**config.mk**
```make
export PLATFORM = sky130hd
export DESIGN_NAME = tbc_key_sched
export DESIGN_NICKNAME = d
export VERILOG_FILES = /design/src/design/tbc_pkg.sv /design/src/design/tbc_key_sched.sv
export SDC_FILE = /design/constraint.sdc
export NUM_CORES = 2
export LEC_CHECK = 0
export ABC_AREA = 1
export BUFFER_PORTS_ARGS = -buffer_cell sky130_fd_sc_hd__buf_4
export CORE_AREA = 2 2 442 444
export CTS_CLUSTER_DIAMETER = 30
export DETAILED_ROUTE_END_ITERATION = 10
export DIE_AREA = 0 0 444 446
export PLACE_DENSITY = 0.51
export SETUP_SLACK_MARGIN = 0.3
export SLEW_MARGIN = 20
export SYNTH_ARGS = -nofsm -noshare
export SYNTH_HDL_FRONTEND = slang
export SYNTH_SLANG_ARGS = --single-unit
```
**constraint.sdc**
```tcl
create_clock -name i_clk -period 11.9 [get_ports i_clk]
set_clock_uncertainty 0.1 [all_clocks]
set_input_delay 2.38 -clock i_clk [delete_from_list [all_inputs] [get_ports i_clk]]
set_output_delay 2.38 -clock i_clk [all_outputs]
set_load 0.005 [all_outputs]
```
**src/design/tbc_pkg.sv**
```systemverilog
// shared types, constants and byte helpers for the 32-bit toy block cipher
package tbc_pkg;

    localparam int NUM_RK       = 32;
    localparam int RK_AW        = $clog2(NUM_RK);
    localparam int NUM_ROUNDS   = 16;
    localparam int GROUP_ROUNDS = 4;
    localparam int NUM_MASH     = NUM_ROUNDS / GROUP_ROUNDS - 1;
    localparam int MASH_STEPS   = 4;
    localparam int WORD_W       = 32;
    localparam int KEY_W        = 64;

    typedef logic [WORD_W-1:0] t_word;
    typedef t_word t_key_bank [NUM_RK];

    typedef enum logic {
        ACT_ENCRYPT = 1'b0,
        ACT_DECRYPT = 1'b1
    } t_action;

    typedef struct packed {
        logic    valid;
        t_action action;
        t_word   blk;
    } t_stage;

    // round key write from the schedule into the mash key memories
    typedef struct packed {
        logic             en;
        logic [RK_AW-1:0] addr;
        t_word            data;
    } t_key_wr;

    localparam t_word KS_TABLE [NUM_RK] = '{
        32'h6a09e667, 32'hbb67ae84, 32'h3c6ef372, 32'ha54ff539,
        32'h510e527f, 32'h9b05688b, 32'h1f83d9ab, 32'h5be0cd18,
        32'hcbbb9d5c, 32'h629a2929, 32'h91590159, 32'h152fecd8,
        32'h67332667, 32'h8eb44a86, 32'hdb0c2e0c, 32'h47b5481d,
        32'hae5f9156, 32'hcf6c85d2, 32'h2f73477d, 32'h6d1826ca,
        32'h8b43d456, 32'he360b595, 32'h1c456002, 32'h6f196330,
        32'hd94ebeb0, 32'h0cc4a611, 32'h261dc1f2, 32'h5815a7bd,
        32'h70b7ed67, 32'ha1513c68, 32'h44f93635, 32'h720dcdfd
    };

    localparam logic [2:0] ROT_AMT [4] = '{3'd2, 3'd3, 3'd5, 3'd7};

    function automatic logic [7:0] get_byte(input t_word x, input logic [1:0] lane);
        return x[lane*8 +: 8];
    endfunction

    function automatic t_word put_byte(input t_word x, input logic [1:0] lane,
                                       input logic [7:0] v);
        t_word r;
        r = x;
        r[lane*8 +: 8] = v;
        return r;
    endfunction

endpackage

```
**src/design/tbc_key_sched.sv**
```systemverilog
// key schedule: a ring of round key cells that expands the key and fills the mash memories
module tbc_key_sched (
    input  logic                       i_clk,
    input  logic                       i_rst_n,
    input  logic                       i_key_we,
    input  logic [tbc_pkg::KEY_W-1:0]  i_key,
    output logic                       o_ready,
    output tbc_pkg::t_key_wr           o_kwr,
    output tbc_pkg::t_key_bank         o_round_keys
);

    localparam int AW = tbc_pkg::RK_AW;
    localparam int N  = tbc_pkg::NUM_RK;
    localparam logic [AW-1:0] LAST_FWD = AW'(N - 3);
    localparam logic [AW-1:0] NUM_UPD  = AW'(N - 2);
    localparam logic [AW-1:0] LAST_CNT = AW'(N - 1);

    typedef enum logic [2:0] {
        KS_LOAD,
        KS_FWD,
        KS_BWD,
        KS_COPY,
        KS_DONE
    } t_ks_state;

    t_ks_state                r_state, n_state;
    logic [AW-1:0]            r_cnt, n_cnt;
    logic [tbc_pkg::KEY_W-1:0] r_key;
    tbc_pkg::t_key_bank       r_rk, n_rk;
    tbc_pkg::t_word           w_mix;

    always_comb begin
        n_state = r_state;
        n_cnt   = r_cnt;
        n_rk    = r_rk;
        w_mix   = '0;
        case (r_state)
            KS_LOAD: begin
                n_rk[N-2] = r_key[tbc_pkg::WORD_W-1:0];
                n_rk[N-1] = r_key[tbc_pkg::KEY_W-1:tbc_pkg::WORD_W];
                n_cnt     = '0;
                n_state   = KS_FWD;
            end
            KS_FWD: begin
                // new key enters at the top, the ring moves down one place
                w_mix = r_rk[N-1] ^ r_rk[N-2];
                for (int k = 0; k < N - 1; k++) begin
                    n_rk[k] = r_rk[k+1];
                end
                n_rk[N-1] = tbc_pkg::KS_TABLE[w_mix[AW-1:0]] ^ r_rk[N-1];
                n_cnt     = r_cnt + 1'b1;
                if (r_cnt == LAST_FWD) begin
                    n_cnt   = '0;
                    n_state = KS_BWD;
                end
            end
            KS_BWD: begin
                // rotate up; the key passing the update tap sees its two updated successors
                w_mix = r_rk[N-2] ^ r_rk[N-1];
                n_rk[0] = r_rk[N-1];
                for (int k = 1; k < N; k++) begin
                    n_rk[k] = r_rk[k-1];
                end
                if (r_cnt < NUM_UPD) begin
                    n_rk[N-2] = r_rk[N-3] ^ tbc_pkg::KS_TABLE[w_mix[AW-1:0]];
                end
                n_cnt = r_cnt + 1'b1;
                if (r_cnt == LAST_CNT) begin
                    n_cnt   = '0;
                    n_state = KS_COPY;
                end
            end
            KS_COPY: begin
                for (int k = 0; k < N - 1; k++) begin
                    n_rk[k] = r_rk[k+1];
                end
                n_rk[N-1] = r_rk[0];
                n_cnt     = r_cnt + 1'b1;
                if (r_cnt == LAST_CNT) begin
                    n_cnt   = '0;
                    n_state = KS_DONE;
                end
            end
            KS_DONE: begin
                n_state = KS_DONE;
            end
            default: begin
                n_state = KS_LOAD;
            end
        endcase
        if (i_key_we) begin
            n_state = KS_LOAD;
        end
    end

    always_ff @(posedge i_clk) begin
        if (!i_rst_n) begin
            r_state <= KS_LOAD;
            r_cnt   <= '0;
            r_key   <= '0;
        end else begin
            r_state <= n_state;
            r_cnt   <= n_cnt;
            if (i_key_we) begin
                r_key <= i_key;
            end
        end
        r_rk <= n_rk;
    end

    assign o_ready      = (r_state == KS_DONE);
    assign o_kwr.en     = (r_state == KS_COPY);
    assign o_kwr.addr   = r_cnt;
    assign o_kwr.data   = r_rk[0];
    assign o_round_keys = r_rk;

endmodule

```
Word-level counts from Yosys, hierarchy flattened
Memories as Yosys holds them, arrays and structs flattened.
Index checks and enable logic that the tools add are counted.
Word-level totals
  bits in read-only memories: 1024
  logic and storage cells: 73
  memories: 1
  register bits after elaboration: 1096
Memories
  (no name shown): depth 32, bits a word 32, rd ports 1, clocked after Yosys merged registers in 0, write ports 0, line tbc_key_sched.sv:65  | n_rk[N-2] = r_rk[N-3] ^ tbc_pkg::KS_TABLE[w_mix[AW-1:0]];
Cells by class
  multiplexer cells: 12
  eq/ne operators: 9
  add/subtract/negate cells: 1
  magnitude comparators: 2
  reduce and logical (&&, ||, !) cells: 8
  bitwise operators: 5
Operator list (number)
  $pmux 960 s2: 1
  $pmux 64 s4: 1
  $mux 32: 3
  $xor 32x32->32: 2
  $pmux 3 s5: 1
  $pmux 5 s3: 1
  $eq 5x5->1 const B: 2
  $mux 5: 2
  $mux 3: 3
  $eq 3x2->1 const B: 2
  $ge 6x6->1 const B: 1
  $not 5->6: 1
  $reduce_or 2->1: 3
  $add 5x1->5 const B: 1
  $lt 5x5->1 const B: 1
  $xor 5x5->5: 1
  $ne 2x2->1 const B: 2
  $reduce_bool 4->1: 1
  $eq 3x1->1 const B: 1
  $eq 3x3->1 const B: 1
  $logic_not 3->1: 1
  $reduce_and 3->1: 1
  $reduce_bool 3->1: 1
  $ne 2x1->1 const B: 1
  other kinds (2): 2

Longest topological paths before layout
  depth in word-level cells: 8
  mapped depth: 14

Least setup slack after synthesis
No wires, ideal clock.
  kind: reg2reg
  start: reg r_state[0]
  end: reg r_rk (netlist bit o_kwr[0]), enable pin
  setup time: 915 ps
  period minus slack after synthesis: 13117 ps
  path buffers: 1
  cell stages (with the launch flop): 6
  data required time: 10885 ps
  slack: -1217 ps
  arrival time: 12103 ps
  cells stage by stage: dfxtp_1 > inv_1 > nor2_1 > nor2_1 > inv_1 > buf_2
On the way
  word-level cells in the longest chain between the ends: 3
  elaborated cells on any way between the ends: 5
RTL lines
  start, declared: line tbc_key_sched.sv:26  | t_ks_state r_state, n_state;
  start signal, assigned: line tbc_key_sched.sv:102  | r_state <= n_state;
  $eq 3x2->1 or $eq 3x1->1 (tied branches): line tbc_key_sched.sv:37  | case (r_state)
  $reduce_or 2->1 (no source line)
  $reduce_bool 2->1 (no source line) (*)
  end signal, assigned: line tbc_key_sched.sv:108  | r_rk <= n_rk;
  end, declared: line tbc_key_sched.sv:29  | tbc_pkg::t_key_bank r_rk, n_rk;
Mark *: on every way between the ends. The rest lies on a longest branch, timed or not.
A chain may end at the register's enable or synchronous reset.

Final worst setup path
  start: reg r_state[2]
  end: out o_ready
On the way
  word-level cells in the longest chain between the ends: 1
RTL lines
  $eq 3x3->1: line tbc_key_sched.sv:111  | assign o_ready = (r_state == KS_DONE);
  end, declared: line tbc_key_sched.sv:7  | output logic o_ready,
No other way between the ends.

==> impl_metrics.json <==
{
  "clock_path_buffers": 4,
  "nets": 6565,
  "num_io_pins": 1130,
  "place.gp.congestion": 0.9404,
  "synth-edff-count": 1024,
  "worstSetupStartpointType": "flip-flop",
  "maxCapViolCount": 0,
  "io_buffer_count": 1129,
  "drtAntennaViolNets": 0,
  "worstReg2RegEnd": "o_round_keys[721]",
  "max_slew_margin_pct": 12.79,
  "die-area_um2": 198000,
  "clock_latency_ps": 940,
  "mappedNetlistArea_um2": 49170,
  "grt_pass1_vias": 42392,
  "fillers": 19848,
  "track_usage_pct": 25.46,
  "multi_input_area_um2": 15050,
  "fp.coreArea_um2": 193600,
  "wl_um": 264200,
  "r2r-start": "r_state[0]",
  "timing_hold_violations_final": 0,
  "hold_path.class": "flip-flop to flip-flop",
  "dpl_cell_area_um2": 59760,
  "htree_levels": 5,
  "cts-root-buf": "clkbuf_16",
  "ctsHoldBuffers": 0,
  "finalSetupViolations": 0,
  "grt_max_degree": 181,
  "worstRegToRegCells": 8,
  "cts_resized": 0,
  "cts_sinks": 1096,
  "comb_power_share_pct": 16.4,
  "ys_top_cells_by_area": "edfxtp_1, nand2_1, dfxtp_1, o21ai_0, nand3_1",
  "period_needed_ps": 5080,
  "critical_path_class": "flip-flop to output port",
  "placedCellCount": 8683,
  "grt_pass1_wl_um": 351600,
  "p_leak_nw": 31.85,
  "cp_data_required_time_ps": 9420,
  "drv_slew": 0,
  "p_int_w": 0.01187,
  "fmax_mhz": 196.9,
  "post_drt_wl_per_cell_um": 28.46,
  "cts_setup_buffers": 0,
  "postSynthAreaPerCell_um2": 9.307,
  "ys.flop_type": "edfxtp_1",
  "postSynth.asyncResetShare_pct": 0,
  "ys_ff_latch": 1096,
  "drcViolationCount": 0,
  "rsz0062_at_grt": "no",
  "synth_warnings": 0,
  "die_w_um": 444,
  "fin_crit_sh_pct": 42.69,
  "layout-drive-gt1-share_pct": 24.73,
  "clk_pin_slew_ps": 40,
  "via_per_inst": 4.827,
  "register_area_um2": 32190,
  "antenna_found_initial": 4,
  "final_core_util_pct": 36.47,
  "rows": 162,
  "synth.distinct_cells": 36,
  "r2r_slack_ps": 7360,
  "via_count": 44819,
  "fin_area_um2": 70590,
  "critPathLaunch": "r_state[2]",
  "setup_tns_ps": 0,
  "ys_seq_area_share_pct": 65.47,
  "cts_tree": "built",
  "status": "completed",
  "detail_route.iter0.violations": 4738,
  "crit_slowest_cell": "buf_4",
  "peakVddDrop_mv": 0.1159,
  "holdWs_ps": 389.0,
  "arrival_ps": 2600,
  "path_cells": "inv_2 -> buf_4 -> nor3_1 -> buf_4",
  "synth_top_area_cell": "edfxtp_1",
  "die_y_um": 446,
  "post-dp-hpwl_um": 198300,
  "synth_fp_nets": 5361,
  "tightest_slew_ps": 1308,
  "critical_path.endpoint": "o_ready",
  "cts_buffers": 344,
  "p_clk_share_pct": 50.4,
  "path_common_cell": "buf_4",
  "first_pass_iters": 6,
  "synthCells": 5283,
  "endpoint_kind": "output port",
  "synth_top_area_share_pct": 62.54,
  "overflow": 0,
  "seqPwrFrac_pct": 33.2,
  "p_per_area_nw_per_um2": 240.4,
  "cpPeakStageDelay_ps": 820,
  "initial_core_util_pct": 25.40,
  "fin_cells": 9285,
  "switchingPower_w": 0.005105,
  "syn_to_final_growth_pct": 43.57,
  "critPathMaxFanout": 69,
  "switching_share_pct": 30.07
}
[Yosys cell counts (27+ instances only)]
cell / number
nor2_1: 176
buf_2: 126
nand3_1: 182
inv_1: 113
edfxtp_1: 1024
a21oi_1: 49
o21ai_0: 194
dfxtp_1: 72
clkbuf_1: 141
nand2_1: 3045
nand4_1: 27
buf_4: 34
[placed cells by master (no fill, tap or decap), drive strengths merged]
| cell type | synthesis | final |
|---|---|---|
| clkinvlp | 0 | 5 |
| o22ai | 15 | 15 |
| a21oi | 50 | 50 |
| nor2 | 176 | 176 |
| nand3b | 14 | 14 |
| a21o | 1 | 1 |
| ha | 11 | 11 |
| edfxtp | 1024 | 1024 |
| o21ai | 198 | 198 |
| a311oi | 1 | 1 |
| o21a | 1 | 1 |
| nand4 | 28 | 28 |
| o2111ai | 5 | 5 |
| clkbuf | 141 | 417 |
| clkinv | 2 | 141 |
| o211ai | 1 | 1 |
| nor3 | 2 | 2 |
| or2 | 9 | 9 |
| nand3 | 183 | 183 |
| inv | 118 | 127 |
| xor2 | 5 | 5 |
| buf | 173 | 1172 |
| nand2 | 3048 | 3048 |
| a31oi | 3 | 3 |
| bufinv | 0 | 31 |
| diode | 0 | 1 |
| dfxtp | 72 | 72 |
| xnor2 | 2 | 2 |
[worst min-delay path by stage]
stage,from,end,slack (ps),depth (start not counted)
floorplan,r_key[32],r_key[32],360,2
global placement,r_key[9],r_key[9],380,2
detailed placement,r_key[58],r_key[58],380,2
CTS,r_key[60],r_key[60],390,2
global route,r_key[9],r_key[9],420,2
finish,r_key[60],r_key[60],390,2
[final cells by class]
type | instances | share of cell area [%]
Inverter | 120 | 0.6629
Sequential cell | 1096 | 45.60
Clock buffer | 417 | 12.94
Antenna cell | 1 | 0.003545
Tap cell | 2542 | 4.505
Clock inverter | 184 | 2.409
Multi-Input combinational cell | 3753 | 21.31
Timing Repair Buffer | 1172 | 12.57
[sequential cells by signal, summed over array words and instances, names as in the netlist]
| name | count |
|---|---|
| o_round_keys | 992 |
| r_key | 64 |
| o_kwr | 32 |
| r_cnt | 5 |
| r_state | 3 |
[routing by layer]
layer	global-route usage, %	vias to the layer above	share of wire [%]
met5	0	-	0.0049
met4	12.76	2	5.3
met2	41.45	2202	47
li1	-	19793	-
met1	31.56	22341	40
met3	5.984	481	7.7
[critical path: cells and delay by family (launching register included)]
| kind | cells | cell delay [ps] |
|---|---|---|
| buffers and inverters | 3 | 1110 |
| flip-flops | 1 | 380 |
| AND/OR/NAND/NOR | 1 | 190 |
[power by group through the flow]
stage	logic, W	registers (W)	clock network [W]
6_report	0.00279	0.00564	0.00855
5_1_grt	0.00302	0.00565	0.00888
4_1_cts	0.00279	0.00562	0.00866
3_5_place_dp	0.00278	0.00568	0
3_3_place_gp	0.00276	0.00568	0
2_1_floorplan	0.00130	0.00538	0
[kinds of logic after synthesis]
| family | after synthesis | synth area share, % |
|---|---|---|
| AND/OR/NAND/NOR | 3460 | 27.22 |
| flip-flops | 1096 | 65.47 |
| buffers and inverters | 434 | 3.959 |
| AO/OA/AOI/OAI | 275 | 2.914 |
| adder cells (fa/ha/maj) | 11 | 0.2799 |
| XOR/XNOR | 7 | 0.1629 |
[through the flow]
step / setup slack, ps / total power, W
floorplan: 3905 / 0.006679
global placement: 7566 / 0.008442
detailed placement: 7486 / 0.008457
CTS: 6709 / 0.01707
global route: 6694 / 0.01754
finish: 6820 / 0.01697
Power figures use the tool's default switching activity.
