[src/design/tbc_pkg.sv]
// shared types, constants and byte helpers for the 32-bit toy block cipher
package tbc_pkg;

    localparam int NUM_RK       = 32;
    localparam int RK_AW        = $clog2(NUM_RK);
    localparam int NUM_ROUNDS   = 16;
    localparam int GROUP_ROUNDS = 4;
    localparam int NUM_MASH     = NUM_ROUNDS / GROUP_ROUNDS - 1;
    localparam int MASH_STEPS   = 4;
    localparam int WORD_W       = 32;
    localparam int KEY_W        = 64;

    typedef logic [WORD_W-1:0] t_word;
    typedef t_word t_key_bank [NUM_RK];

    typedef enum logic {
        ACT_ENCRYPT = 1'b0,
        ACT_DECRYPT = 1'b1
    } t_action;

    typedef struct packed {
        logic    valid;
        t_action action;
        t_word   blk;
    } t_stage;

    // round key write from the schedule into the mash key memories
    typedef struct packed {
        logic             en;
        logic [RK_AW-1:0] addr;
        t_word            data;
    } t_key_wr;

    localparam t_word KS_TABLE [NUM_RK] = '{
        32'h6a09e667, 32'hbb67ae84, 32'h3c6ef372, 32'ha54ff539,
        32'h510e527f, 32'h9b05688b, 32'h1f83d9ab, 32'h5be0cd18,
        32'hcbbb9d5c, 32'h629a2929, 32'h91590159, 32'h152fecd8,
        32'h67332667, 32'h8eb44a86, 32'hdb0c2e0c, 32'h47b5481d,
        32'hae5f9156, 32'hcf6c85d2, 32'h2f73477d, 32'h6d1826ca,
        32'h8b43d456, 32'he360b595, 32'h1c456002, 32'h6f196330,
        32'hd94ebeb0, 32'h0cc4a611, 32'h261dc1f2, 32'h5815a7bd,
        32'h70b7ed67, 32'ha1513c68, 32'h44f93635, 32'h720dcdfd
    };

    localparam logic [2:0] ROT_AMT [4] = '{3'd2, 3'd3, 3'd5, 3'd7};

    function automatic logic [7:0] get_byte(input t_word x, input logic [1:0] lane);
        return x[lane*8 +: 8];
    endfunction

    function automatic t_word put_byte(input t_word x, input logic [1:0] lane,
                                       input logic [7:0] v);
        t_word r;
        r = x;
        r[lane*8 +: 8] = v;
        return r;
    endfunction

endpackage

[src/design/tbc_ram.sv]
// generic single write port, single read port ram with registered read
module tbc_ram #(
    parameter int WIDTH = 32,
    parameter int DEPTH = 32
) (
    input  logic                     i_clk,
    input  logic                     i_we,
    input  logic [$clog2(DEPTH)-1:0] i_waddr,
    input  logic [WIDTH-1:0]         i_wdata,
    input  logic                     i_re,
    input  logic [$clog2(DEPTH)-1:0] i_raddr,
    output logic [WIDTH-1:0]         o_rdata
);

    logic [WIDTH-1:0] r_mem [DEPTH];
    logic [WIDTH-1:0] r_rdata;

    always_ff @(posedge i_clk) begin
        if (i_we) begin
            r_mem[i_waddr] <= i_wdata;
        end
        if (i_re) begin
            r_rdata <= r_mem[i_raddr];
        end
    end

    assign o_rdata = r_rdata;

endmodule

[src/design/tbc_mash_cell.sv]
// one mash step cell: key lookup by a byte of the block, xor into the next byte
module tbc_mash_cell #(
    parameter int STEP = 0
) (
    input  logic             i_clk,
    input  logic             i_rst_n,
    input  logic             i_adv,
    input  tbc_pkg::t_key_wr i_kwr,
    input  tbc_pkg::t_stage  i_stage,
    output tbc_pkg::t_stage  o_stage
);

    localparam logic [1:0] ENC_LANE = 2'(STEP);
    localparam logic [1:0] DEC_LANE = 2'(3 - STEP);

    tbc_pkg::t_stage              r_stage;
    logic [1:0]                   w_in_lane, w_lane;
    logic [7:0]                   w_sel_byte;
    logic [tbc_pkg::RK_AW-1:0]    w_raddr;
    tbc_pkg::t_word               w_rdata;

    // the key index is taken from the byte just below the lane being updated
    assign w_in_lane  = (i_stage.action == tbc_pkg::ACT_ENCRYPT) ? ENC_LANE : DEC_LANE;
    assign w_sel_byte = tbc_pkg::get_byte(i_stage.blk, w_in_lane - 2'd1);
    assign w_raddr    = w_sel_byte[tbc_pkg::RK_AW-1:0];

    tbc_ram #(
        .WIDTH (tbc_pkg::WORD_W),
        .DEPTH (tbc_pkg::NUM_RK)
    ) u_keys (
        .i_clk   (i_clk),
        .i_we    (i_kwr.en),
        .i_waddr (i_kwr.addr),
        .i_wdata (i_kwr.data),
        .i_re    (i_adv),
        .i_raddr (w_raddr),
        .o_rdata (w_rdata)
    );

    always_ff @(posedge i_clk) begin
        if (!i_rst_n) begin
            r_stage.valid <= 1'b0;
        end else if (i_adv) begin
            r_stage <= i_stage;
        end
    end

    assign w_lane         = (r_stage.action == tbc_pkg::ACT_ENCRYPT) ? ENC_LANE : DEC_LANE;
    assign o_stage.valid  = r_stage.valid;
    assign o_stage.action = r_stage.action;
    assign o_stage.blk    = tbc_pkg::put_byte(r_stage.blk, w_lane,
                                tbc_pkg::get_byte(r_stage.blk, w_lane)
                                ^ tbc_pkg::get_byte(w_rdata, w_lane));

endmodule

[config.mk]
export PLATFORM = sky130hd
export DESIGN_NAME = tbc_mash_cell
export DESIGN_NICKNAME = d
export VERILOG_FILES = /design/src/design/tbc_pkg.sv /design/src/design/tbc_ram.sv /design/src/design/tbc_mash_cell.sv
export SDC_FILE = /design/constraint.sdc
export NUM_CORES = 1
export LEC_CHECK = 0
export BUFFER_PORTS_ARGS = -buffer_cell sky130_fd_sc_hd__buf_2
export CORE_ASPECT_RATIO = 0.5
export CORE_MARGIN = 5
export CORE_UTILIZATION = 51
export DETAILED_ROUTE_END_ITERATION = 8
export MAX_ROUTING_LAYER = met4
export PLACE_DENSITY = 0.81
export SETUP_SLACK_MARGIN = 0.5
export SKIP_CTS_REPAIR_TIMING = 1
export SLEW_MARGIN = 5
export SYNTH_ARGS = -nofsm -noshare
export SYNTH_HDL_FRONTEND = slang
export SYNTH_SLANG_ARGS = --single-unit
[constraint.sdc]
create_clock -name i_clk -period 2.6 [get_ports i_clk]
set_clock_uncertainty 0.15 [all_clocks]
set_input_delay 0.52 -clock i_clk [delete_from_list [all_inputs] [get_ports i_clk]]
set_output_delay 0.52 -clock i_clk [all_outputs]
set_load 0.02 [all_outputs]
**Word level (Yosys, flattened, before mapping)**

Memories as Yosys holds them, arrays and structs flattened. A register that Yosys moved wholly into a read port is not among the register bits.
Index checks and enable logic that the tools add are counted.

- Memories kept: 1
- Bits of input ports: 75
- Flip-flop bits (word level): 34
- Output and inout bits: 34
- Word-level logic and storage cells: 18
- Bits in writable memories: 1024

- Reduce and logical (&&, ||, !) cells: 1
- Add/sub/neg operators: 2
- Bitwise gates (word level): 1
- Mux-type cells: 5
- Shifts and indexed selects: 5

Memory list:

| memory | words | width | read ports | clocked after memory_dff | write ports | line | text |
|---|---|---|---|---|---|---|---|
| u_keys.r_mem | 32 | 32 | 1 | 1 | 1 | tbc_ram.sv:15 | `logic [WIDTH-1:0] r_mem [DEPTH];` |

Operators with widths:

| operator | count |
|---|---|
| 32-bit by 6-bit indexed part select with 8-bit output | 2 |
| 5-bit negation with 34-bit output | 1 |
| 8-bit by 34-bit variable shift with 32-bit output, first input constant | 1 |
| 8-bit by 34-bit indexed part select with 32-bit output | 1 |
| 32-bit bitwise mux | 1 |
| 32-bit by 6-bit indexed part select with 5-bit output | 1 |
| 8-bit bitwise XOR | 1 |
| 2-bit two-way mux | 2 |
| 1-bit two-way mux | 2 |
| 2-bit AND reduction | 1 |
| 2-bit by 1-bit subtractor with 2-bit output, second input constant | 1 |

**Logic depth before layout (Yosys ltp)**

- Depth after elaboration: 5
- Gate-level depth with buffers: 11
- Mapped depth without buffers: 6

**Hierarchy**

A second synthesis with hierarchy kept.

- Cell total of the unflattened synthesis: 2353
- Area, all modules: 42276.8 um2

By module, submodules not included:

| module | cells each | times used | area an instance (um2) | seq. area each (um2) |
|---|---|---|---|---|
| tbc_ram | 2260 | 1 | 40805.4 | 31710.4 |
| tbc_mash_cell | 93 | 1 | 1471.4 | 1011.0 |

**Worst setup path after synthesis**

Ideal clock, no wire load.

- Path kind: input port to flip-flop
- From: input port i_stage[32] (netlist name)
- To: register u_keys.r_rdata[30] (netlist: u_keys.o_rdata[30]), read port of u_keys.r_mem, data pin
- Stages on the path: 8
- Arrival: 2151 ps
- Library setup time: 259 ps
- Setup slack: 40 ps
- Cells stage by stage: buf_4 > mux2_4 > buf_6 > buf_2 > mux4_2 > a22oi_1 > nand2_1 > o31a_1

- Longest elaborated chain between the ends: 3

Ends and longest elaborated chain:

| element | line | text |
|---|---|---|
| start: declaration | tbc_mash_cell.sv:9 | `input tbc_pkg::t_stage i_stage,` |
| 2-bit two-way mux | tbc_mash_cell.sv:23 | `assign w_in_lane = (i_stage.action == tbc_pkg::ACT_ENCRYPT) ? ENC_LANE : DEC_LANE;` |
| 2-bit by 1-bit subtractor with 2-bit output | tbc_mash_cell.sv:24 | `assign w_sel_byte = tbc_pkg::get_byte(i_stage.blk, w_in_lane - 2'd1);` |
| 32-bit by 6-bit indexed part select with 5-bit output | tbc_pkg.sv:48 | `return x[lane*8 +: 8];` |
| end: declaration | tbc_ram.sv:16 | `logic [WIDTH-1:0] r_rdata;` |

No other way between the ends.
A chain may end at the register's enable or synchronous reset.

==> PnR_summary.wiki <==
{| class="wikitable"
! Metric !! Value
|-
| Status || finished clean
|-
| Yosys top cell by area || sky130_fd_sc_hd__edfxtp_1
|-
| Worst Max-Slew Pin Slew || 768.2 ps
|-
| Final setup viols || 0
|-
| WL final || 65880 um
|-
| Number of warnings issued by yosys || 0
|-
| Reg-to-reg setup timing slack || between 600 and 700 ps
|-
| Peak ir drop on the vdd network || ~0.0005 V
|-
| Num rows || 54
|-
| Shortest period the worst path allows || ~2400 ps
|-
| Depth of the worst register-to-register path || 4
|-
| Number of nets in the layout || 1742
|-
| Vias in the first global route || 13980
|-
| Number of DRC markers in iteration 0 || 2778
|-
| Pre-antenna DRT Iters || 6
|-
| Share of flip-flops with an asynchronous set or reset after synthesis || 0
|-
| Power per unit of standard cell area || about 700 nW/um2
|-
| Share of the yosys chip area belonging to registers || 0.7348
|-
| Tcrit/Tclk final || 0.9258
|-
| Wire length of the first global-routing pass || about 87000 um
|-
| Element type at the critical path end || output port
|-
| Most frequent cells after synthesis || sky130_fd_sc_hd__edfxtp_1 (561), sky130_fd_sc_hd__nand2_1 (154), sky130_fd_sc_hd__a21oi_1 (96)
|-
| Flip-flop and latch count after synthesis || 562
|-
| Number of DRC violations after detailed routing || 0
|-
| Launch point of the worst path || o_stage[32]
|-
| DIE WIDTH || 310.0 um
|-
| Filler instances || 2793
|-
| Synthesis-to-finish area growth || 19.54%
|-
| Static Leak || 9.299 nW
|-
| Primary FF master, synth || sky130_fd_sc_hd__edfxtp_1
|-
| Most common cell in the netlist || sky130_fd_sc_hd__edfxtp_1
|-
| Hold Violations, Final || 0
|-
| Routed WL per cell || 28.72 um
|-
| Non-filler cells, final || 2294
|-
| Root Buffer || sky130_fd_sc_hd__clkbuf_16
|-
| Top cells by area in the synthesized netlist || sky130_fd_sc_hd__edfxtp_1 (73%), sky130_fd_sc_hd__mux4_2 (6.5%), sky130_fd_sc_hd__nand2_1 (2.5%), sky130_fd_sc_hd__a21oi_1 (2.1%), sky130_fd_sc_hd__nor2_1 (1.4%)
|-
| Number of enable flip-flop cells after synthesis || 561
|-
| Maximum fanout along the worst path || 10
|-
| Number of primary I/O pins || 109
|-
| Starting utilization of the core area || 0.5211
|-
| Max Clock Freq || 415.4 MHz
|-
| Vias post-DR || 15180
|-
| Total placed instance area || 24690 um2
|-
| Clock edge transition at the registers on the reported setup and hold paths || ~70 ps
|-
| Proportion of layout cells with a drive suffix above 1 || 0.2917
|-
| Required time of the worst setup path || 1930 ps
|-
| Initial antenna violation count || 3
|-
| Arrival @ worst endpoint || 1740 ps
|-
| Worst setup path endpoint || o_stage[7]
|-
| Number of clock sinks || 562
|-
| Cell area after technology mapping || around 23000 um2
|-
| Type of the worst setup path || flop to output port
|-
| Worst slew margin relative to its limit || 0.4878
|-
| Count of final max-slew check failures || 0
|-
| Number of vias per cell after detailed routing || between 6 and 7
|-
| Clk_lat worst skew || 580 ps
|-
| Global placement routability congestion || 0.8760
|-
| Number of buffers inserted by port buffering || 92
|-
| Endpoint of the worst-slack reg-to-reg timing path || u_keys.o_rdata[7]
|-
| Synthesized netlist net count || between 1500 and 2000
|-
| Post-placement cell count || between 2000 and 2500
|-
| TritonCTS clock tree || done
|-
| Distinct cells, synth || 46
|-
| RSZ-0062 raised after global routing || yes
|-
| Synthesized instance count || 1502
|-
| Portion of synthesized cell area occupied by the leading cell type || 0.7339
|-
| Maximum root-to-sink buffer count || 3
|-
| Die ar. || between 40000 and 50000 um2
|-
| Classification of the worst-slack hold path || input pin to flop
|-
| Pin count of the biggest net entering global routing || 38
|-
| Detail Placement HPWL || between 30000 and 40000 um
|-
| Max-capacitance violation count || 0
|-
| Total Negative Setup Slacks || 0 ps
|-
| Number of levels in the clock H-tree || 2
|-
| Final cell area excluding filler cells || 27440 um2
|-
| GRT Residual Overflow || 0
|-
| Placeable Area || 44050 um2
|-
| CTS Buf Count || 49
|-
| R2r startpoint || u_keys.r_mem[14][7]
|-
| Die Ht || approximately 160 um
|-
| Kind of start point of the critical path || flop
|-
| Avg Synthesized Cell Area || ~15 um2
|-
| Gr usage total || 0.2424
|-
| DRT antenna net count || 0
|}
## metrics by stage
step / util / hold WS (ps) / total power, mW / worst slack, ps
after floorplan: - / 333.9 / 11.40 / 141.8
after global placement: 0.5605 / 340.3 / 12.03 / -242.8
after detailed placement: 0.5605 / 400.7 / 12.10 / -327.6
after CTS: 0.5953 / -41.37 / 19.11 / 24.01
after global routing: 0.6229 / 9.139 / 20.05 / 137.8
final: 0.6229 / 18.60 / 19.55 / 192.8
## layer usage
layer | GRT usage | wire (um) | vias to the layer above
met5 | - | 0 | -
met4 | 0.08499 | 3047 | 0
met3 | 0.06340 | 10440 | 277
met2 | 0.3682 | 30700 | 1496
met1 | 0.3220 | 21700 | 7385
li1 | - | - | 6019
## cells by family after synthesis
logic type / after synthesis / share of synthesized area
muxes: 80 / 0.07162
and+or+nand+nor: 390 / 0.07664
buffers and inverters: 192 / 0.03968
AOI/OAI and AO/OA: 262 / 0.07119
DFF: 562 / 0.7348
xor gates and xnor gates: 16 / 0.006105
## critical path, stage by stage, from the launching register on
cell and delay (ps):
sky130_fd_sc_hd__edfxtp_1 480, sky130_fd_sc_hd__buf_6 190, sky130_fd_sc_hd__nand2b_1 150, sky130_fd_sc_hd__xnor2_1 170
sky130_fd_sc_hd__buf_4 170
## power by group
group,total [mW],internal (mW),switching (mW)
Sequential,10.2,10.2,0.0870
Combinational,2.11,0.859,1.26
Clock,7.20,3.98,3.22
Total,19.6,15.0,4.56
## sequential cells by signal, indices dropped and copies added, names as in the netlist
register / cells
r_stage: 32
u_keys.o_rdata: 16
o_stage: 2
u_keys.r_mem: 512
## cells in the final DEF (no fill, tap or decap), types with 6 or more instances in the layout
cell type,count
sky130_fd_sc_hd__nand2b_1,37
sky130_fd_sc_hd__a211oi_1,11
sky130_fd_sc_hd__nor3_2,8
sky130_fd_sc_hd__nand3_1,57
sky130_fd_sc_hd__buf_6,9
sky130_fd_sc_hd__xnor2_1,11
sky130_fd_sc_hd__clkinv_1,13
sky130_fd_sc_hd__buf_12,18
sky130_fd_sc_hd__and3_1,12
sky130_fd_sc_hd__nand2_2,6
sky130_fd_sc_hd__o221ai_1,11
sky130_fd_sc_hd__o21a_1,11
sky130_fd_sc_hd__mux2i_1,6
sky130_fd_sc_hd__buf_4,151
sky130_fd_sc_hd__inv_1,15
sky130_fd_sc_hd__clkinv_2,8
sky130_fd_sc_hd__a22oi_1,20
sky130_fd_sc_hd__o22ai_2,8
sky130_fd_sc_hd__dlygate4sd3_1,20
sky130_fd_sc_hd__nor2_2,12
sky130_fd_sc_hd__nor2_1,74
sky130_fd_sc_hd__buf_2,76
sky130_fd_sc_hd__clkbuf_16,58
sky130_fd_sc_hd__o21ai_0,23
sky130_fd_sc_hd__clkbuf_1,12
sky130_fd_sc_hd__o22ai_1,23
sky130_fd_sc_hd__nand2_1,147
sky130_fd_sc_hd__o21ai_1,10
sky130_fd_sc_hd__edfxtp_1,561
sky130_fd_sc_hd__mux4_2,66
sky130_fd_sc_hd__nand2b_4,6
sky130_fd_sc_hd__o211ai_1,12
sky130_fd_sc_hd__a21oi_1,83
sky130_fd_sc_hd__a21oi_2,13
sky130_fd_sc_hd__nor3_1,7
sky130_fd_sc_hd__o22ai_4,6
## area by class of cell
| type | instances | area [um2] | share of cell area |
|---|---|---|---|
| sequential | 562 | 16870 | 0.6147 |
| timing repair buffer | 287 | 2466 | 0.08988 |
| clock inverter | 25 | 214.0 | 0.007798 |
| clock buffer | 63 | 1321 | 0.04815 |
| tap | 588 | 735.7 | 0.02681 |
| antenna | 2 | 5.005 | 0.0001824 |
| multi-input combinational | 750 | 5767 | 0.2102 |
| inverter | 17 | 63.81 | 0.002326 |
## worst min path at each step
stage,startpoint,end,slack (ps),depth (start not counted)
floorplan,o_stage[33],o_stage[33],330,2
global placement,o_stage[33],o_stage[33],340,2
detailed placement,o_stage[33],o_stage[33],400,2
CTS,i_stage[12],r_stage[12],-40,1
global route,i_stage[22],r_stage[22],9,1
finish,i_stage[22],r_stage[22],20,1
Power figures use the tool's default switching activity.
