$ cat config.mk
export PLATFORM = sky130hd
export DESIGN_NAME = tbc_round_cell
export DESIGN_NICKNAME = d
export VERILOG_FILES = /design/src/design/tbc_pkg.sv /design/src/design/tbc_round_cell.sv
export SDC_FILE = /design/constraint.sdc
export NUM_CORES = 1
export LEC_CHECK = 0
export BUFFER_PORTS_ARGS = -buffer_cell sky130_fd_sc_hd__clkbuf_2
export CAP_MARGIN = 20
export CORE_MARGIN = 5
export CORE_UTILIZATION = 24
export CTS_CLUSTER_DIAMETER = 100
export CTS_CLUSTER_SIZE = 25
export DETAILED_ROUTE_END_ITERATION = 7
export HOLD_SLACK_MARGIN = 0.12
export SLEW_MARGIN = 25
export SYNTH_ARGS = -nofsm -noshare
export SYNTH_HDL_FRONTEND = slang
export SYNTH_SLANG_ARGS = --single-unit
$ cat constraint.sdc
create_clock -name i_clk -period 3.6 [get_ports i_clk]
set_clock_uncertainty 0.2 [all_clocks]
set_input_delay 0.54 -clock i_clk [delete_from_list [all_inputs] [get_ports i_clk]]
set_output_delay 0.54 -clock i_clk [all_outputs]
set_load 0.005 [all_outputs]
$ cat src/design/tbc_pkg.sv
// shared types, constants and byte helpers for the 32-bit toy block cipher
package tbc_pkg;

    localparam int NUM_RK       = 32;
    localparam int RK_AW        = $clog2(NUM_RK);
    localparam int NUM_ROUNDS   = 16;
    localparam int GROUP_ROUNDS = 4;
    localparam int NUM_MASH     = NUM_ROUNDS / GROUP_ROUNDS - 1;
    localparam int MASH_STEPS   = 4;
    localparam int WORD_W       = 32;
    localparam int KEY_W        = 64;

    typedef logic [WORD_W-1:0] t_word;
    typedef t_word t_key_bank [NUM_RK];

    typedef enum logic {
        ACT_ENCRYPT = 1'b0,
        ACT_DECRYPT = 1'b1
    } t_action;

    typedef struct packed {
        logic    valid;
        t_action action;
        t_word   blk;
    } t_stage;

    // round key write from the schedule into the mash key memories
    typedef struct packed {
        logic             en;
        logic [RK_AW-1:0] addr;
        t_word            data;
    } t_key_wr;

    localparam t_word KS_TABLE [NUM_RK] = '{
        32'h6a09e667, 32'hbb67ae84, 32'h3c6ef372, 32'ha54ff539,
        32'h510e527f, 32'h9b05688b, 32'h1f83d9ab, 32'h5be0cd18,
        32'hcbbb9d5c, 32'h629a2929, 32'h91590159, 32'h152fecd8,
        32'h67332667, 32'h8eb44a86, 32'hdb0c2e0c, 32'h47b5481d,
        32'hae5f9156, 32'hcf6c85d2, 32'h2f73477d, 32'h6d1826ca,
        32'h8b43d456, 32'he360b595, 32'h1c456002, 32'h6f196330,
        32'hd94ebeb0, 32'h0cc4a611, 32'h261dc1f2, 32'h5815a7bd,
        32'h70b7ed67, 32'ha1513c68, 32'h44f93635, 32'h720dcdfd
    };

    localparam logic [2:0] ROT_AMT [4] = '{3'd2, 3'd3, 3'd5, 3'd7};

    function automatic logic [7:0] get_byte(input t_word x, input logic [1:0] lane);
        return x[lane*8 +: 8];
    endfunction

    function automatic t_word put_byte(input t_word x, input logic [1:0] lane,
                                       input logic [7:0] v);
        t_word r;
        r = x;
        r[lane*8 +: 8] = v;
        return r;
    endfunction

endpackage

$ cat src/design/tbc_round_cell.sv
// one scramble round cell: permutation and byte mixing, forward or inverse
module tbc_round_cell #(
    parameter int POS = 0
) (
    input  logic             i_clk,
    input  logic             i_rst_n,
    input  logic             i_adv,
    input  tbc_pkg::t_stage  i_stage,
    input  tbc_pkg::t_word   i_ka_enc,
    input  tbc_pkg::t_word   i_kb_enc,
    input  tbc_pkg::t_word   i_ka_dec,
    input  tbc_pkg::t_word   i_kb_dec,
    output tbc_pkg::t_stage  o_stage
);

    typedef enum logic [1:0] {
        PM_REV_A,
        PM_BIT,
        PM_NIBBLE,
        PM_REV_B
    } t_perm;

    localparam t_perm ENC_PERM = t_perm'(2'(POS % 4));
    localparam t_perm DEC_PERM = t_perm'(2'(3 - POS % 4));

    function automatic tbc_pkg::t_word permute(input tbc_pkg::t_word x, input t_perm kind,
                                               input logic inverse);
        tbc_pkg::t_word r;
        r = '0;
        case (kind)
            PM_BIT: begin
                for (int k = 0; k < 16; k++) begin
                    if (inverse) begin
                        r[16+k] = x[2*k+1];
                        r[k]    = x[2*k];
                    end else begin
                        r[2*k+1] = x[16+k];
                        r[2*k]   = x[k];
                    end
                end
            end
            PM_NIBBLE: begin
                for (int k = 0; k < 4; k++) begin
                    if (inverse) begin
                        r[16+4*k +: 4] = x[8*k+4 +: 4];
                        r[4*k +: 4]    = x[8*k +: 4];
                    end else begin
                        r[8*k+4 +: 4] = x[16+4*k +: 4];
                        r[8*k +: 4]   = x[4*k +: 4];
                    end
                end
            end
            default: begin
                for (int k = 0; k < 32; k++) begin
                    r[k] = x[31-k];
                end
            end
        endcase
        return r;
    endfunction

    function automatic logic [7:0] rotl8(input logic [7:0] x, input logic [2:0] n);
        logic [15:0] t;
        t = {x, x} << n;
        return t[15:8];
    endfunction

    function automatic logic [7:0] rotr8(input logic [7:0] x, input logic [2:0] n);
        logic [15:0] t;
        t = {x, x} >> n;
        return t[7:0];
    endfunction

    function automatic logic [7:0] mix(input tbc_pkg::t_word b, input logic [1:0] i,
                                       input tbc_pkg::t_word ka, input tbc_pkg::t_word kb);
        logic [7:0] p, q, r;
        p = tbc_pkg::get_byte(b, i + 2'd3);
        q = tbc_pkg::get_byte(b, i + 2'd2);
        r = tbc_pkg::get_byte(b, i + 2'd1);
        return (p & q) ^ (~p & r) ^ tbc_pkg::get_byte(ka, i) ^ tbc_pkg::get_byte(kb, i);
    endfunction

    tbc_pkg::t_stage r_stage;
    tbc_pkg::t_word  w_fwd, w_inv;

    // bytes are replaced one after another, each step sees the earlier ones
    always_comb begin
        logic [7:0] m;
        w_fwd = permute(i_stage.blk, ENC_PERM, 1'b0);
        for (int i = 0; i < 4; i++) begin
            m     = mix(w_fwd, 2'(i), i_ka_enc, i_kb_enc);
            w_fwd = tbc_pkg::put_byte(w_fwd, 2'(i),
                        rotl8(tbc_pkg::get_byte(w_fwd, 2'(i)) ^ m, tbc_pkg::ROT_AMT[i]));
        end
        w_inv = i_stage.blk;
        for (int i = 3; i >= 0; i--) begin
            m     = mix(w_inv, 2'(i), i_ka_dec, i_kb_dec);
            w_inv = tbc_pkg::put_byte(w_inv, 2'(i),
                        rotr8(tbc_pkg::get_byte(w_inv, 2'(i)), tbc_pkg::ROT_AMT[i]) ^ m);
        end
        w_inv = permute(w_inv, DEC_PERM, 1'b1);
    end

    always_ff @(posedge i_clk) begin
        if (!i_rst_n) begin
            r_stage.valid <= 1'b0;
        end else if (i_adv) begin
            r_stage.valid  <= i_stage.valid;
            r_stage.action <= i_stage.action;
            r_stage.blk    <= (i_stage.action == tbc_pkg::ACT_ENCRYPT) ? w_fwd : w_inv;
        end
    end

    assign o_stage = r_stage;

endmodule

# Word level (Yosys, flattened, before mapping)
# Cells that the tools add are included.
[classes]
n_mux = 1
bitwise_logic = 56
n_reduce_logical = 1
[ops]
columns = ["operator", "n"]
rows = [
  ["bitwise XOR 8 bit", 32],
  ["AND 8 bit", 16],
  ["NOT 8 bit", 8],
  ["two-way mux 32 bit", 1],
  ["AND reduction 2 bit", 1],
]
[totals]
regBits = 34
input_bits = 165
out_inout_bits = 34

# Depth between registers and ports, before layout
# Gate-level depths: netlist of the first run.
[logic_depth]
ltp_word = 25
ltp_mapped = 8
mapped_depth_nobuf = 7

# Worst setup path after synthesis of the first run
# Ideal clock, no wire load.
[synth_timing]
path_type = "in2reg"
start = "input port i_ka_enc[2]"
end = "register r_stage (netlist bit o_stage[27]) (data pin)"
setup_time_ns = 0.134
arrival_ns = 2.777
required_time_ns = 3.266
setup_slack_ns = 0.489
path_stages = 7
path_buffers = 0
path_cell_list = "xnor3_2 -> xor2_2 -> mux2i_2 -> mux2_4 -> nor4_4 -> mux2_2 -> nand3_1"
[synth_between]
elab_chain_len = 22
word_cells_on_any_way = 25
classes_between = "mux: 1; bitwise: 24"
[synth_rtl]
columns = ["item", "line", "rtl"]
rows = [
  ["start, declared", "tbc_round_cell.sv:9", "input tbc_pkg::t_word i_ka_enc,"],
  ["bitwise XOR 8 bit * (2 in series)", "tbc_round_cell.sv:80", "return (p & q) ^ (~p & r) ^ tbc_pkg::get_byte(ka, i) ^ tbc_pkg::get_byte(kb, i);"],
  ["bitwise XOR 8 bit *", "tbc_round_cell.sv:93", "rotl8(tbc_pkg::get_byte(w_fwd, 2'(i)) ^ m, tbc_pkg::ROT_AMT[i]));"],
  ["NOT 8 bit", "tbc_round_cell.sv:80", ""],
  ["AND 8 bit", "tbc_round_cell.sv:80", ""],
  ["bitwise XOR 8 bit (3 in series)", "tbc_round_cell.sv:80", ""],
  ["bitwise XOR 8 bit", "tbc_round_cell.sv:93", ""],
  ["NOT 8 bit", "tbc_round_cell.sv:80", ""],
  ["AND 8 bit", "tbc_round_cell.sv:80", ""],
  ["bitwise XOR 8 bit (3 in series)", "tbc_round_cell.sv:80", ""],
  ["bitwise XOR 8 bit", "tbc_round_cell.sv:93", ""],
  ["NOT 8 bit", "tbc_round_cell.sv:80", ""],
  ["AND 8 bit", "tbc_round_cell.sv:80", ""],
  ["bitwise XOR 8 bit * (3 in series)", "tbc_round_cell.sv:80", ""],
  ["bitwise XOR 8 bit *", "tbc_round_cell.sv:93", ""],
  ["two-way mux 32 bit *", "tbc_round_cell.sv:110", "r_stage.blk <= (i_stage.action == tbc_pkg::ACT_ENCRYPT) ? w_fwd : w_inv;"],
  ["end, declared", "tbc_round_cell.sv:83", "tbc_pkg::t_stage r_stage;"],
]
# Every way passes the cells marked *; elsewhere a longest branch is shown, timed or not.
# A chain may end at the register's enable or synchronous reset.

# Final worst setup path of the first run
[layout_timing]
start = "input port i_ka_enc[3]"
end = "register r_stage (netlist bit o_stage[28]) (data pin)"
# The elaborated chain is that of the path after synthesis.

==> results_dict.tcl, run 1 <==
set metrics [dict create \
    status "completed" \
    fin_worst_hold_slack_ns 0.283 \
    r2r_setup_slack_ns 2.81 \
    max_cap_viol_count 0 \
    diodes 0 \
    layout_min_cycle_time_ns 2.96 \
    ant_nets 0 \
    clk-insertion-delay-late_ns 0.29 \
    end_kind "flip-flop" \
    rsz0062_at_grt "no" \
    largest_register_ffs 34 \
    cts_setup_buffers 0 \
    seq_area_frac_synth_pct 17.6 \
    rows 56 \
    drive_gt1_share_pct 34.9 \
    n_fill_cell 2551 \
    die_w_um 165 \
    root_buffer "clkbuf_16" \
    synthCells 622 \
    num_vias 5038 \
    synth_edf_count 33 \
    path_cells "clkbuf_2, xnor3_1, xnor2_2, mux2i_2, mux2_2, nor4_4, mux2_2, nand3_1" \
    yosys.area.top_type "edfxtp_1" \
    port_buffers 198 \
    cp_common_cell "mux2_2" \
    clk_pin_slew_ns 0.06 \
    post-synth-top-count-cell "nand2_1" \
    synth_area_um2 5760 \
    p_leak_nw 3.37 \
    finalCritPeriodShare_pct 82.2 \
    core_um2 23500 \
    finalMaxSlewViolations 0 \
    grt_max_degree 44 \
    h-tree-depth 2 \
    drtIter0Drc 193 \
    worstPathArrival_ns 2.90 \
    crit_required_ns 3.54 \
    start_kind "input port" \
    cts-hold-fix-buffers 0 \
    ys_ff_latch 34 \
    yosys_most_used_dff "edfxtp_1" \
    ff_latch_area_um2 1010 \
    path_class "in -> reg" \
    synthToLayoutAreaGrowth_pct 28.1 \
    clockBufferDepth 2 \
    irDropWorstVdd_v 0.000159 \
    drt-total-wl_um 17900 \
    synth_area_leaders "edfxtp_1 (17%), xnor2_1 (14%), xnor3_1 (10%)" \
    cp_slowest_stage_delay_ns 0.46 \
    yosys.area.top_type_share_pct 17.2 \
    place_hpwl_um 15100 \
    multiInputGateArea_um2 4610 \
    path_max_fanout 3 \
    setup_viol 0 \
    avgSynthCellArea_um2 9.25 \
    worst-path-buf-inv 1 \
    fmax_ghz 0.338 \
    syn_nets 787 \
    slowest_stage "xnor3_1" \
    yosysWarnings 0 \
    power_per_cell_area_nw_per_um2 350 \
    via_per_inst 4.42 \
    ios 199 \
    drc 0 \
    grt_pass1_vias 4898 \
    path_delay_family "multiplexers" \
    yosys-top-cells-count "nand2_1 (111), xnor2_1 (90), nor2_1 (63), mux2i_1 (39), edfxtp_1 (33)" \
    cts_buffers 5 \
    grt_pass1_wl_um 26500 \
    overflow 0 \
    cts_resized 0 \
    synth_cell_type_count 42 \
    initial_utilization_pct 24.4 \
    synthArstFlopShare_pct 0 \
    clock-sinks 34 \
    cts_tree "built" \
    worstMarginPinSlew_ns 0.919 \
    setup_tns_ns 0 \
    hold_viol_final 0 \
    die_area_um2 27200 \
    wl_per_cell_um 15.7 \
    die_y_um 165 \
    antenna_found_initial 0 \
    grtUsageTotal_pct 12.7 \
    slew_headroom_pct 38.7 \
    nNetsFinal 986 \
    gp_congestion 0.820 \
    min_path_type "in -> reg" \
    firstDrtPassIters 4 \
]
layer usage:
metal | up-vias | track usage [%] | share of wire, %
met5 | - | 0 | 0
met3 | 12 | 2.65 | 6.7
met2 | 159 | 21.8 | 48
li1 | 2547 | - | -
met4 | 0 | 3.25 | 1.3
met1 | 2320 | 16.3 | 44
placed cells by master, fill, tap and decap left out, types with 6 or more instances in the layout:
master / netlist / layout
nand2b_1: 16 / 16
nand2_1: 111 / 111
a41oi_1: 6 / 6
edfxtp_1: 33 / 33
mux2i_1: 39 / 39
xnor3_1: 26 / 26
nand3_1: 9 / 9
o21bai_1: 6 / 6
a21oi_1: 21 / 21
xor2_1: 16 / 16
mux2_2: 18 / 18
o21ai_0: 24 / 24
and2_1: 14 / 13
nor2_1: 63 / 63
clkbuf_2: 0 / 198
o211ai_1: 6 / 6
xnor2_1: 90 / 90
or2_2: 6 / 6
xor3_1: 16 / 16
buf_4: 2 / 24
mux2i_2: 12 / 12
a31oi_1: 6 / 6
or3_1: 6 / 6
and3_1: 6 / 6
per-stage QoR:
step	total power, mW	setup WS (ns)	util (%)	cells	area, µm²
3_3_place_gp	2.05	0.350	30.6	1133	7200
3_5_place_dp	2.07	0.336	30.6	1133	7200
4_1_cts	2.63	0.635	31.3	1141	7370
5_1_grt	2.77	0.528	31.3	1141	7370
2_1_floorplan	1.62	0.489	-	622	5760
6_report	2.58	0.639	31.3	1141	7370
cells by family after synthesis:
family                    after synthesis  synth area share (%)
AOI/OAI and AO/OA                      73                  7.65
xor gates and xnor gates              157                  36.6
buffers and inverters                  33                  2.43
DFF                                    34                  17.6
muxes                                  78                  15.2
and+or+nand+nor                       247                  20.6
path summary, 6_finish.rpt:
check	from	to	cells after the start
max reg2reg	o_stage[33]$_SDFFE_PN0P_	o_stage[33]$_SDFFE_PN0P_	2
max	i_ka_enc[3]	o_stage[28]$_DFFE_PP_	8
min	i_rst_n	o_stage[33]$_SDFFE_PN0P_	2
min reg2reg	o_stage[33]$_SDFFE_PN0P_	o_stage[33]$_SDFFE_PN0P_	2
final cells by class:
class                   count  share of cell area [%]
inverters                   3                   0.153
repair buffers            222                    15.9
clock inverters             1                   0.407
well taps                 319                    5.42
multi-input cells         555                    62.5
clock buffers               7                    1.94
flip-flops and latches     34                    13.7
where the power goes:
part / switching [mW] / internal, mW
sequential: 0.0183 / 0.523
combinational: 0.766 / 0.736
clock: 0.190 / 0.347
worst reg2reg max path: cells and delay by family, from the launching register on:
family	cells	cell delay, ns
AND/OR/NAND/NOR	1	0.06
multiplexers	1	0.12
flip-flops	1	0.31
Power figures use the tool's default switching activity.
==> run 2: changes to the inputs <==
clock period = 2.8 ns   (was 3.6 ns; I/O delays follow)
==> results_dict.tcl, run 2 (synthesized netlist as in run 1, its figures left out) <==
set metrics [dict create \
    status "completed" \
    drc 0 \
    p_leak_nw 3.69 \
    die_y_um 165 \
    layout_min_cycle_time_ns 2.69 \
    die_area_um2 27200 \
    grt_pass1_vias 5121 \
    final_cell_mix "clkbuf_2 (198), nand2_1 (111), xnor2_1 (89)" \
    clk-insertion-delay-late_ns 0.29 \
    h-tree-depth 2 \
    worst-path-buf-inv 2 \
    worstMarginPinSlew_ns 0.538 \
    wl_per_cell_um 15.0 \
    port_buffers 198 \
    path_cells "clkbuf_2, xnor3_1, xor2_2, mux2i_2, buf_4, mux2i_1, nand4_1, mux2_2, nand3_1" \
    finalMaxSlewViolations 0 \
    drtIter0Drc 330 \
    grt_max_degree 26 \
    finalCritPeriodShare_pct 96.2 \
    grtUsageTotal_pct 13.1 \
    dp_cells 1190 \
    ios 199 \
    synthToLayoutAreaGrowth_pct 38.7 \
    nNetsFinal 1043 \
    drive_gt1_share_pct 39.6 \
    cts_resized 0 \
    cp_slowest_stage_delay_ns 0.49 \
    diodes 0 \
    crit_required_ns 2.63 \
    irDropWorstVdd_v 0.000187 \
    initial_utilization_pct 24.4 \
    root_buffer "clkbuf_16" \
    die_w_um 165 \
    overflow 0 \
    power_per_cell_area_nw_per_um2 443 \
    path_class "in -> reg" \
    slew_headroom_pct 64.1 \
    largest_register_ffs 34 \
    n_fill_cell 2434 \
    drt-total-wl_um 17900 \
    end_kind "flip-flop" \
    worstPathArrival_ns 2.53 \
    mostFrequentLayoutCell "clkbuf_2" \
    firstDrtPassIters 4 \
    rows 56 \
    hold_viol_final 0 \
    min_path_type "in -> reg" \
    grt_pass1_wl_um 27600 \
    cts-hold-fix-buffers 0 \
    path_max_fanout 3 \
    gp_congestion 0.795 \
    setup_viol 0 \
    cts_tree "built" \
    max_cap_viol_count 0 \
    fmax_ghz 0.371 \
    clk_pin_slew_ns 0.06 \
    antenna_found_initial 0 \
    via_per_inst 4.29 \
    fin_worst_hold_slack_ns 0.158 \
    start_kind "input port" \
    path_delay_family "multiplexers" \
    core_um2 23500 \
    cts_buffers 5 \
    clock-sinks 34 \
    place_hpwl_um 15600 \
    final_cells 1198 \
    rsz0062_at_grt "no" \
    clockBufferDepth 2 \
    cts_setup_buffers 0 \
    num_vias 5140 \
    slowest_stage "xnor3_1" \
    ant_nets 0 \
]
==> run 2: cell type report <==
cell class | count | area (µm²) | share of cell area [%]
multi-input combinational | 555 | 4730 | 59.2
timing repair buffer | 279 | 1660 | 20.8
tap | 319 | 399 | 5.00
sequential | 34 | 1010 | 12.7
inverter | 3 | 11.3 | 0.141
clock inverter | 3 | 45.0 | 0.564
clock buffer | 5 | 125 | 1.57
==> run 2: report_power, final <==
part | internal (mW) | switching, mW | leakage, nW
clock network | 0.420 | 0.249 | 0.0760
logic | 1.14 | 1.04 | 3.30
registers | 0.672 | 0.0235 | 0.313
total | 2.23 | 1.31 | 3.69
==> run 2: final timing paths <==
check / from / end / slack, ns / cells after the start
hold reg to reg: o_stage[33]$_SDFFE_PN0P_ / o_stage[33]$_SDFFE_PN0P_ / 0.32 / 2
setup / recovery: i_ka_enc[6] / o_stage[31]$_DFFE_PP_ / 0.11 / 9
setup reg to reg: o_stage[33]$_SDFFE_PN0P_ / o_stage[33]$_SDFFE_PN0P_ / 2.01 / 2
hold / removal: i_rst_n / o_stage[33]$_SDFFE_PN0P_ / 0.16 / 2
==> run 2: per-stage QoR <==
stage | setup TNS, ns | utilization (%) | worst slack, ns | power [mW] | instance area, µm²
global route | 0 | 33.9 | 0.0247 | 3.82 | 7980
floorplan | -0.0766 | - | -0.0766 | 2.12 | 5880
detailed placement | -0.843 | 33.2 | -0.167 | 2.90 | 7810
finish | 0 | 33.9 | 0.105 | 3.54 | 7980
global placement | -0.567 | 33.2 | -0.119 | 2.87 | 7810
CTS | 0 | 33.9 | 0.126 | 3.60 | 7980
==> run 2: worst reg2reg max path, delay by kind of cell (launching register included) <==
kind,cells,cell delay (ns)
multiplexers,1,0.12
AND/OR/NAND/NOR,1,0.06
flip-flops,1,0.31
==> run 2: per-layer routing <==
metal	GRT usage, %	part of all wire, %
met1	17.9	45
met2	21.7	46
met3	2.40	7.5
met4	2.34	0.89
met5	0	0
==> run 3: changes to the inputs <==
CORE_ASPECT_RATIO = 0.5   (was not set)
==> results_dict.tcl, run 3 (synthesized netlist as in run 1, its figures left out) <==
set metrics [dict create \
    status "completed" \
    num_vias 5257 \
    highest_layer "met4" \
    cts_tree "built" \
    drive_gt1_share_pct 39.5 \
    final_cell_mix "clkbuf_2 (198), nand2_1 (111), xnor2_1 (89)" \
    antenna_found_initial 1 \
    cts_buffers 5 \
    worstMarginPinSlew_ns 0.567 \
    grt_pass1_vias 5481 \
    final_cells 1192 \
    h-tree-depth 2 \
    core_um2 23800 \
    min_path_type "in -> reg" \
    slew_headroom_pct 61.9 \
    grtUsageTotal_pct 12.9 \
    clk_pin_slew_ns 0.05 \
    grt_pass1_wl_um 28300 \
    rsz0062_at_grt "no" \
    clockBufferDepth 2 \
    path_class "in -> reg" \
    gp_congestion 0.839 \
    setup_tns_ns 0 \
    synthToLayoutAreaGrowth_pct 37.0 \
    path_max_fanout 3 \
    finalPower_mw 3.40 \
    fmax_ghz 0.373 \
    via_per_inst 4.41 \
    die_area_um2 27400 \
    grt_max_degree 44 \
    ant_nets 0 \
    clock-sinks 34 \
    root_buffer "clkbuf_16" \
    dp_slack_ns -0.183 \
    wl_met2_um 9750 \
    cts-hold-fix-buffers 0 \
    end_kind "flip-flop" \
    n_fill_cell 2455 \
    wl_per_cell_um 15.2 \
    p_leak_nw 3.64 \
    finalCritPeriodShare_pct 95.7 \
    dp_cells 1182 \
    place_hpwl_um 15600 \
    ios 199 \
    largest_register_ffs 34 \
    nNetsFinal 1040 \
    fin_worst_hold_slack_ns 0.161 \
    die_w_um 229 \
    max_cap_viol_count 0 \
    firstDrtPassIters 5 \
    drtIter0Drc 257 \
    power_per_cell_area_nw_per_um2 432 \
    drt-total-wl_um 18100 \
    mostFrequentLayoutCell "clkbuf_2" \
    setup_viol 0 \
    irDropWorstVdd_v 0.000217 \
    clk-insertion-delay-late_ns 0.28 \
    drc 0 \
    post-route-util_pct 33.2 \
    overflow 0 \
    hold_viol_final 0 \
    fin_ws_ns 0.121 \
    finalMaxSlewViolations 0 \
    worstPathArrival_ns 2.62 \
    start_kind "input port" \
    layout_min_cycle_time_ns 2.68 \
    met1_length_um 7420 \
    rows 40 \
    port_buffers 198 \
    initial_utilization_pct 24.2 \
    die_y_um 120 \
    dpl_cell_area_um2 7710 \
    crit_required_ns 2.75 \
    fin_area_um2 7880 \
    wl_met3_um 592 \
]
## run 3: cell types whose count changed in the layout (fill, tap and decap cells not counted), sizes merged
cell,delta
buf,-3
bufinv,-1
clkinv,+2
clkinvlp,-1
diode,+1
## run 3: critical path: stages
cell and delay [ns]:
clkbuf_2 0.10, xnor3_2 0.48, xnor2_4 0.24, mux2i_4 0.30, buf_4 0.17, mux2i_1 0.10, nor4_4 0.36, mux2_2 0.37
nand3_1 0.08
## run 3: per-layer routing
metal | up-vias | track usage [%]
met5 | - | 0
met4 | 0 | 3.45
met3 | 18 | 1.23
met2 | 83 | 24.7
met1 | 2492 | 15.5
li1 | 2664 | -
## run 3: final timing paths
path / from / to / slack (ns) / depth (start not counted)
worst max-delay path: i_stage[28] / o_stage[28]$_DFFE_PP_ / 0.12 / 9
worst min-delay path: i_rst_n / o_stage[33]$_SDFFE_PN0P_ / 0.16 / 2
worst max register to register: o_stage[33]$_SDFFE_PN0P_ / o_stage[33]$_SDFFE_PN0P_ / 2.01 / 2
worst min register to register: o_stage[33]$_SDFFE_PN0P_ / o_stage[33]$_SDFFE_PN0P_ / 0.33 / 2
## run 3: what timing repair did
item	in CTS	in global routing
gates resized for setup	0	3
setup buffers	0	1
endpoints found under the setup margin	0	2
hold endpoints to repair	0	0
## run 3: cell type report
| cell class | count | area (µm²) | share of cell area, % |
|---|---|---|---|
| Tap cell | 315 | 394 | 5.00 |
| Timing Repair Buffer | 276 | 1580 | 20.0 |
| Inverter | 3 | 11.3 | 0.143 |
| Clock inverter | 3 | 16.3 | 0.206 |
| Antenna cell | 1 | 2.50 | 0.0317 |
| Sequential cell | 34 | 1010 | 12.8 |
| Clock buffer | 5 | 125 | 1.59 |
| Multi-Input combinational cell | 555 | 4750 | 60.2 |
## run 3: where the power goes
part	switching [mW]	internal (mW)	leakage [nW]
clock	0.226	0.325	0.0672
sequential	0.0293	0.674	0.313
combinational	1.03	1.12	3.26
